`config.mk`:
```
export PLATFORM = sky130hd
export DESIGN_NAME = tps_queue
export DESIGN_NICKNAME = d
export VERILOG_FILES = /design/src/sv/tps_pkg.sv /design/src/sv/tps_queue.sv
export SDC_FILE = /design/constraint.sdc
export NUM_CORES = 1
export LEC_CHECK = 0
export BUFFER_PORTS_ARGS = -buffer_cell sky130_fd_sc_hd__buf_2
export CAP_MARGIN = 0
export CORE_AREA = 2 2 312 314
export CTS_CLUSTER_DIAMETER = 150
export CTS_CLUSTER_SIZE = 14
export DETAILED_ROUTE_END_ITERATION = 12
export DIE_AREA = 0 0 314 316
export PLACE_DENSITY = 0.51
export RECOVER_POWER = 100
export SETUP_SLACK_MARGIN = 0.15
export SLEW_MARGIN = 0
export SYNTH_ARGS = -nofsm -noshare
export SYNTH_HDL_FRONTEND = slang
export SYNTH_SLANG_ARGS = --single-unit
```
`constraint.sdc`:
```
create_clock -name clk_i -period 18.9 [get_ports clk_i]
set_clock_uncertainty 0.15 [all_clocks]
set_input_delay 1.89 -clock clk_i [delete_from_list [all_inputs] [get_ports clk_i]]
set_output_delay 1.89 -clock clk_i [all_outputs]
set_load 0.1 [all_outputs]
```
`src/sv/tps_pkg.sv`:
```
// Shared types and constants for the triangle plane slice block.
package tps_pkg;

  localparam int unsigned COORD_WIDTH = 32;
  localparam int unsigned MAG_WIDTH   = COORD_WIDTH + 1;
  localparam int unsigned PROD_WIDTH  = 2 * MAG_WIDTH;
  // one multiply stage plus one divide stage per quotient bit
  localparam int unsigned LANE_LAT    = MAG_WIDTH + 1;
  localparam int unsigned QUEUE_DEPTH = 2;

  typedef logic signed [COORD_WIDTH-1:0] coord_t;
  typedef logic [MAG_WIDTH-1:0]          mag_t;

  typedef struct packed {
    coord_t plane_z;
    coord_t ax;
    coord_t ay;
    coord_t az;
    coord_t bx;
    coord_t by;
    coord_t bz;
    coord_t cx;
    coord_t cy;
    coord_t cz;
  } in_item_t;

  typedef struct packed {
    logic [1:0] point_count;
    coord_t     first_x;
    coord_t     first_y;
    coord_t     second_x;
    coord_t     second_y;
  } out_item_t;

  // one output point: a vertex passed through, or an edge to interpolate
  typedef struct packed {
    logic   is_edge;
    coord_t base_x;
    coord_t base_y;
    mag_t   dp_x;
    mag_t   dp_y;
    logic   neg_x;
    logic   neg_y;
    mag_t   num;
    mag_t   den;
  } slot_t;

  typedef struct packed {
    logic [1:0] point_count;
    slot_t      s0;
    slot_t      s1;
  } work_t;

  // per-point data kept alongside the divider pipeline
  typedef struct packed {
    logic   is_edge;
    coord_t base_x;
    coord_t base_y;
    logic   neg_x;
    logic   neg_y;
  } side_slot_t;

  typedef struct packed {
    logic       valid;
    logic [1:0] point_count;
    side_slot_t s0;
    side_slot_t s1;
  } side_t;

  // magnitude of a - b
  function automatic mag_t abs_diff(coord_t a, coord_t b);
    logic [MAG_WIDTH-1:0] d;
    d = {a[COORD_WIDTH-1], a} - {b[COORD_WIDTH-1], b};
    return d[MAG_WIDTH-1] ? (~d + 1'b1) : d;
  endfunction

endpackage

```
`src/sv/tps_queue.sv`:
```
// Two-entry queue between the classify front end and the interpolation back end.
module tps_queue (
  input  logic            clk_i,
  input  logic            rst_ni,
  input  logic            push_i,
  input  tps_pkg::work_t  push_data_i,
  input  logic            pop_i,
  output logic            full_o,
  output logic            empty_o,
  output tps_pkg::work_t  head_o
);

  localparam int unsigned PW = $clog2(tps_pkg::QUEUE_DEPTH);

  tps_pkg::work_t          mem_q [tps_pkg::QUEUE_DEPTH];
  logic [PW-1:0]           wr_q, rd_q;
  logic [PW:0]             cnt_q;

  assign full_o  = (cnt_q == (PW+1)'(tps_pkg::QUEUE_DEPTH));
  assign empty_o = (cnt_q == '0);
  assign head_o  = mem_q[rd_q];

  // storage
  always_ff @(posedge clk_i) begin
    if (push_i) begin
      mem_q[wr_q] <= push_data_i;
    end
  end

  // pointers and fill level
  always_ff @(posedge clk_i or negedge rst_ni) begin
    if (!rst_ni) begin
      wr_q  <= '0;
      rd_q  <= '0;
      cnt_q <= '0;
    end else begin
      if (push_i) wr_q <= wr_q + 1'b1;
      if (pop_i)  rd_q <= rd_q + 1'b1;
      cnt_q <= cnt_q + (PW+1)'(push_i) - (PW+1)'(pop_i);
    end
  end

endmodule

```
==> results.ini <==
[status]
status=complete, but fails checks
violations=max-capacitance violations, max-slew violations

[cts]
clkTransAtPathRegs_ns=0.06
cts_buffer_depth=3
cts_resized=0
ctsHoldBuffers=0
htreeDepth=3
clock-sinks=804
cts-root-buf=clkbuf_16
numCtsBuffers=67
cts_tree=built
worstSkewPairLatency_ns=0.62
cts_setup_buffers=0

[global_routing]
antenna_found_initial=34
grt_pass1_vias=15660
grt_overflow=0
grt_pass1_wl_um=103600
grt_max_degree=157
grtUsageTotal_pct=14.38

[floorplanning]
die_w_um=314
die_area_um2=99220
coreArea_um2=95990
io_pins=806
rows=114
start_util_pct=32.36
fp.dieH_um=316

[sta]
post-route-min-period_ns=11.62
rsz0062_at_grt=no
finalSetupViolations=0
hold_viol_final=0
post-route-period-util_pct=61.47
relSlewSlack_pct=-197.3
tightestPinTransition_ns=4.459
setup_tns_ns=0
slew_violations=762
fmax_ghz=0.08607

[drt]
dr_total_vias=14950
drt_iter0_drc=955
wire_per_inst_um=22.00
vias_per_cell=4.380
drc_errors=0
drt-total-wl_um=75080
firstDrtPassIters=4
ant_nets=0

[final_layout]
layout.nets=2510
syn_to_final_growth_pct=19.23
design_area_um2=37040
drive_above_1_share_pct=31.97

[place]
place_area_um2=35980
dp_hpwl_um=53720
gp_congestion=0.8272
io_buffer_count=805

[worst_setup_path]
cp-end-kind=register
crit_type=input pin to register
critPathMaxFanout=75
required_ns=18.87
critical_path_arrival_ns=11.59
startpoint_type=input pin

[synthesis]
synth_cell_types=14
synth_nets=1666
synth.area.top_cells=edfxtp_1 77%, mux2_4 19%, buf_12 2.8%
yosys.area.top_type=edfxtp_1
ys_ff_latch=804
netlist_instances=1260
synth_commonest_cells=800 x edfxtp_1, 390 x mux2_4, 43 x buf_12
ys_warn_count=0
synth_edf_count=800
ys.flop_type=edfxtp_1
synth_area_per_cell_um2=24.65
synthArstFlopShare_pct=0.4975
syn_area_um2=31060
synth.most_common_cell=edfxtp_1
yosysSeqAreaShare_pct=77.65
synth_top_area_share_pct=77.33

[worst_hold_path]
min_path_type=register to register

[flow_run]
max-cap-violations=13

## worst max-delay path, stage by stage
cell	delay (ns)
clkbuf_1	0.16
nor2b_1	0.18
clkbuf_1	3.13
clkbuf_1	2.98
clkbuf_1	3.05
## registers in the layout, indices dropped and copies added (netlist names)
name,count
cnt_q,2
wr_q,1
rd_q,1
mem_q,800
## layer usage
metal | routed length, um | share of wire [%] | global-route usage [%] | vias up
met5 | 217 | 0.29 | 0 | -
met4 | 2502 | 3.3 | 6.470 | 34
met3 | 7319 | 9.7 | 6.107 | 145
met2 | 39580 | 53 | 25.65 | 601
met1 | 25460 | 34 | 14.59 | 7461
li1 | - | - | - | 6704
## path summary, 6_finish.rpt
path,start,endpoint,slack [ns],cells past startpoint
worst max-delay path,push_i,mem_q[0][340],7.28,5
worst min-delay path,wr_q,wr_q,0.38,1
worst max register to register,wr_q,mem_q[0][340],8.33,4
worst min register to register,wr_q,wr_q,0.38,1
max in group asynchronous,rst_ni,wr_q,17.46,1
min in group asynchronous,rst_ni,rd_q,0.94,1
## final cells by class
cell class,count,area (um^2)
Fill cell,9052,58960
Multi-Input combinational cell,409,5952
Tap cell,1276,1597
Inverter,2,7.507
Sequential cell,804,24120
Clock inverter,6,117.6
Clock buffer,80,1789
Antenna cell,15,37.54
Timing Repair Buffer,820,3415
## cell families (layout without fill, tap and decap cells)
group,count (synthesis),count (layout),share of synthesized area [%]
flip-flops,804,804,77.65
other,0,15,0
buffers and inverters,47,908,2.848
adder cells (fa/ha/maj),2,2,0.08054
multiplexers,400,400,19.21
AND/OR/NAND/NOR,4,4,0.07249
XOR/XNOR,3,3,0.1329
## cells in the final DEF (no fill, tap or decap), drive strengths merged
master    n
edfxtp  800
clkbuf  666
mux2    400
buf     234
diode    15
dfrtp     4
clkinv    3
inv       3
nor2b     2
xor2      2
ha        2
bufinv    2
xor3      1
nor2      1
and2      1
## metrics by stage
step / hold WS (ns) / utilization [%] / setup WS, ns / cells
finish: 0.3830 / 38.58 / 7.282 / 3412
CTS: 0.4487 / 39.46 / 11.95 / 3397
global placement: 0.3804 / 37.48 / 12.76 / 3311
detailed placement: 0.4321 / 37.48 / 12.66 / 3311
floorplan: 0.3231 / - / 6.012 / 1260
global route: 0.4176 / 38.57 / 6.195 / 3408
Power is left out: the tool's default activity adds up to more than one toggle a clock period on the data nets, which glitch-free logic cannot reach.
