## src/sv/tps_pkg.sv

```systemverilog
// Shared types and constants for the triangle plane slice block.
package tps_pkg;

  localparam int unsigned COORD_WIDTH = 32;
  localparam int unsigned MAG_WIDTH   = COORD_WIDTH + 1;
  localparam int unsigned PROD_WIDTH  = 2 * MAG_WIDTH;
  // one multiply stage plus one divide stage per quotient bit
  localparam int unsigned LANE_LAT    = MAG_WIDTH + 1;
  localparam int unsigned QUEUE_DEPTH = 2;

  typedef logic signed [COORD_WIDTH-1:0] coord_t;
  typedef logic [MAG_WIDTH-1:0]          mag_t;

  typedef struct packed {
    coord_t plane_z;
    coord_t ax;
    coord_t ay;
    coord_t az;
    coord_t bx;
    coord_t by;
    coord_t bz;
    coord_t cx;
    coord_t cy;
    coord_t cz;
  } in_item_t;

  typedef struct packed {
    logic [1:0] point_count;
    coord_t     first_x;
    coord_t     first_y;
    coord_t     second_x;
    coord_t     second_y;
  } out_item_t;

  // one output point: a vertex passed through, or an edge to interpolate
  typedef struct packed {
    logic   is_edge;
    coord_t base_x;
    coord_t base_y;
    mag_t   dp_x;
    mag_t   dp_y;
    logic   neg_x;
    logic   neg_y;
    mag_t   num;
    mag_t   den;
  } slot_t;

  typedef struct packed {
    logic [1:0] point_count;
    slot_t      s0;
    slot_t      s1;
  } work_t;

  // per-point data kept alongside the divider pipeline
  typedef struct packed {
    logic   is_edge;
    coord_t base_x;
    coord_t base_y;
    logic   neg_x;
    logic   neg_y;
  } side_slot_t;

  typedef struct packed {
    logic       valid;
    logic [1:0] point_count;
    side_slot_t s0;
    side_slot_t s1;
  } side_t;

  // magnitude of a - b
  function automatic mag_t abs_diff(coord_t a, coord_t b);
    logic [MAG_WIDTH-1:0] d;
    d = {a[COORD_WIDTH-1], a} - {b[COORD_WIDTH-1], b};
    return d[MAG_WIDTH-1] ? (~d + 1'b1) : d;
  endfunction

endpackage

```

## src/sv/tps_front.sv

```systemverilog
// Front end: classifies vertices and edges against the plane and picks up to two points.
module tps_front (
  input  tps_pkg::in_item_t item_i,
  output tps_pkg::work_t    work_o
);

  tps_pkg::coord_t vx [3];
  tps_pkg::coord_t vy [3];
  tps_pkg::coord_t vz [3];
  tps_pkg::slot_t  cand [6];
  logic [5:0]      hit;
  logic [1:0]      n;
  tps_pkg::slot_t  s0, s1;

  localparam int E0 [3] = '{0, 1, 0};
  localparam int E1 [3] = '{1, 2, 2};

  assign vx[0] = item_i.ax;
  assign vy[0] = item_i.ay;
  assign vz[0] = item_i.az;
  assign vx[1] = item_i.bx;
  assign vy[1] = item_i.by;
  assign vz[1] = item_i.bz;
  assign vx[2] = item_i.cx;
  assign vy[2] = item_i.cy;
  assign vz[2] = item_i.cz;

  // candidates: three vertices on the plane, then three straddling edges
  always_comb begin
    for (int i = 0; i < 3; i++) begin
      hit[i]          = (vz[i] == item_i.plane_z);
      cand[i]         = '0;
      cand[i].base_x  = vx[i];
      cand[i].base_y  = vy[i];
    end
    for (int e = 0; e < 3; e++) begin
      hit[3+e] = ((vz[E0[e]] > item_i.plane_z) && (vz[E1[e]] < item_i.plane_z)) ||
                 ((vz[E0[e]] < item_i.plane_z) && (vz[E1[e]] > item_i.plane_z));
      cand[3+e].is_edge = 1'b1;
      cand[3+e].base_x  = vx[E0[e]];
      cand[3+e].base_y  = vy[E0[e]];
      cand[3+e].dp_x    = tps_pkg::abs_diff(vx[E1[e]], vx[E0[e]]);
      cand[3+e].dp_y    = tps_pkg::abs_diff(vy[E1[e]], vy[E0[e]]);
      cand[3+e].neg_x   = vx[E1[e]] < vx[E0[e]];
      cand[3+e].neg_y   = vy[E1[e]] < vy[E0[e]];
      cand[3+e].num     = tps_pkg::abs_diff(item_i.plane_z, vz[E0[e]]);
      cand[3+e].den     = tps_pkg::abs_diff(vz[E1[e]], vz[E0[e]]);
    end
  end

  // take the first two hits in priority order; unused slots stay zero
  always_comb begin
    n  = 2'd0;
    s0 = '0;
    s1 = '0;
    for (int k = 0; k < 6; k++) begin
      if (hit[k] && n == 2'd0) begin
        s0 = cand[k];
        n  = 2'd1;
      end else if (hit[k] && n == 2'd1) begin
        s1 = cand[k];
        n  = 2'd2;
      end
    end
  end

  assign work_o.point_count = n;
  assign work_o.s0          = s0;
  assign work_o.s1          = s1;

endmodule

```

## config.mk

```make
export PLATFORM = sky130hd
export DESIGN_NAME = tps_front
export DESIGN_NICKNAME = d
export VERILOG_FILES = /design/src/sv/tps_pkg.sv /design/src/sv/tps_front.sv
export SDC_FILE = /design/constraint.sdc
export NUM_CORES = 2
export LEC_CHECK = 0
export BUFFER_PORTS_ARGS = -buffer_cell sky130_fd_sc_hd__buf_2
export CAP_MARGIN = 20
export CORE_MARGIN = 2
export CORE_UTILIZATION = 50
export DETAILED_ROUTE_END_ITERATION = 7
export PLACE_DENSITY = 0.72
export SYNTH_ARGS = -nofsm -noshare
export SYNTH_HDL_FRONTEND = slang
export SYNTH_SLANG_ARGS = --single-unit
```

## constraint.sdc

```tcl
create_clock -name vclk -period 7.5
set_clock_uncertainty 0.1 [all_clocks]
set_input_delay 0.375 -clock vclk [all_inputs]
set_output_delay 0.375 -clock vclk [all_outputs]
set_load 0.02 [all_outputs]
```

==> impl_results.md <==
* Routed Antenna Nets at 0
* Period utilization at 83.9%
* Tmin final at 6.29 ns
* Worst Max-Slew Pin Slew at 1.21 ns
* # DRC at 3
* Clock network power share at 0%
* Kind of critical path: primary input to output port
* Cts hold-fix bufs at 0
* Slew margin rel. at about a fifth
* Critical Path AT at 5.82 ns
* Netlist Area Pre-Place at 0.0373 mm^2
* Post-CTS setup buffers at 0
* Sw Ratio at between 60% and 70%
* Crit Path Max Fanout at 6
* Setup TNS at 0 ns
* Port Buf Inserts at just over 700
* Hold path startpoint: item_i[230]
* Largest cells by area after synthesis: ha_1 14%, xnor2_1 8.2%, a21oi_1 7.5%
* First DRT Iteration DRCs at around 6500
* RSZ-0062 raised after global routing: no
* Avg Vias per Cell at 6.89
* Commonest cells in the netlist: 562 x a21oi_1, 558 x nand2_1, 481 x o21ai_0, 404 x ha_1
* Max Slew Vio Count at 0
* CLK BUF at 0
* Post-synth top area share at 13.6%
* Fmax at 159 MHz
* VDD IR max at around 0.24 mV
* Non-filler cells, final at 7198
* Total Nets Final at 6951
* DR WL/cell at 25.5 um
* Layout cells sized above 1 at ~14%
* Ports at 720
* WP buf/inv at 4
* Register area at 0 um^2
* Hold WC Path Type: primary input to output port
* Worst-path cell chain: buf_2, inv_1, ha_1, inv_1, fa_1, a211oi_1, o21bai_1, o211ai_1, nand2_1, a211oi_1, xnor2_1, or4_1, nor4_1, a31oi_1, xnor2_1, a22oi_1, o21ai_0, buf_2
* Starting Density at 50.3%
* First-pass GRT wire length at roughly 270 mm
* Design Power at approximately 7800 uW
* Failing checks: design-rule violations
* Psw at between 5000 and 6000 uW
* Fin util at 56.0%
* Cells after DPL at 7183
* Final setup viols at 0
* Max-cap violations at 0
* Critical path depth at 18
* Die area at between 0.07 and 0.08 mm^2
* Largest net degree at the start of global routing at 117
* WP data required at 7.03 ns
* Final Hold Fails at 0
* Largest area contributor in the netlist: ha_1
* Die Ht at 277 um
* Vias at a little under 50000
* GRT Total Usage at 44.3%
* Critical Path Slowest Stage Cell: nor4_1
* Crit start category: primary input
* Outcome: finished with violations
* Logic pwr share at 100.0%
* WL final at 183 mm
* First-pass iteration count of the detailed router at 8
* P&R area growth vs syn at 11.2%
* Post-CTS resize count at 0
* Gp weighted congestion at 1.06
* Initial antenna violation count at 19
* Die Width at 277 um
* Final global-route overflow total at 0
* Yosys cell types at 100
* CP peak stage delay at ~0.75 ns
* Worst hold stages at 4
* Cell-internal power at 2450 uW
* Row count at 100
* Yosys warnings at 0
* Number of fill cells in the layout at ~7600
* Pwr dens at ~190 mW/mm^2
* Seq_cells at 0
* Count leader, synth: a21oi_1
* Leak pwr at 0.0184 uW
* Sequential share of power at 0%
* Sequential area share after synthesis at 0%
* Crit. Startpoint: item_i[0]
* Cells after Synth at 5763
* CP endpoint kind: output port
* Core area at 0.0741 mm^2
* Cell family with most CP delay: compound AO/OA/AOI/OAI gates
* Syn nets at 6498
* Syn avg cell area at 6.47 um^2
* Vias in the first global route at about 44000
* Detail Placement HPWL at 151 mm
## tightest hold or removal path: cells and delay by family
kind,cells,cell delay (ns)
buf+inv,2,0.26
compound gates,2,0.12
## power by group through the flow
stage	combinational [uW]	sequential (uW)	clock, uW
global route	8140	0	0.000250
global placement	7420	0	0
finish	7760	0	0.000269
CTS	7490	0	0
floorplan	4940	0	0
detailed placement	7460	0	0
## worst paths after layout
check | endpoint
worst min-delay path | work_o[140]
worst max-delay path | work_o[229]
## area by class of cell
cell class	count	area (um^2)	area share (%)
Antenna cell	15	37.5	0.0905
Inverter	351	1320	3.18
Multi-Input combinational cell	5088	34800	84.0
Tap cell	969	1210	2.92
Timing Repair Buffer	775	4070	9.81
## logic make-up (layout without fill, tap and decap cells)
kind of cell | after synthesis | in the layout | synth area share [%]
other | 0 | 15 | 0
AO/OA/AOI/OAI | 2293 | 2293 | 40.3
adder cells (fa/ha/maj) | 416 | 416 | 14.2
XOR/XNOR | 594 | 594 | 14.0
buffers and inverters | 675 | 1126 | 6.93
AND/OR/NAND/NOR | 1751 | 1751 | 23.7
multiplexers | 34 | 34 | 0.940
## through the flow
step | setup slack (ns) | area, um^2 | hold slack, ns
after detailed placement | 1.45 | 41400 | 1.03
after global routing | 1.05 | 41500 | 1.06
after floorplan | 2.10 | 37300 | 0.856
final | 1.21 | 41500 | 1.03
after CTS | 1.46 | 41400 | 1.03
after global placement | 1.55 | 41400 | 1.02
## placed cells by master (no fill, tap or decap), drive strengths merged, types with 121 or more instances in the layout
cell and count:
xnor2 350, nor2 314, ha 404, o22ai 133
nand2 558, o21ai 497, xor2 244, buf 775
a21oi 565, inv 351, a22oi 137, a21o 145
nor3 121
## layer usage
metal / vias up / wire, um / global-route usage [%]
met5: - / 27 / 0
met4: 4 / 10700 / 21.9
met3: 589 / 21200 / 8.82
met2: 3210 / 78200 / 69.4
met1: 23100 / 73300 / 57.8
li1: 22700 / - / -
(Power assumes the default switching activity.)
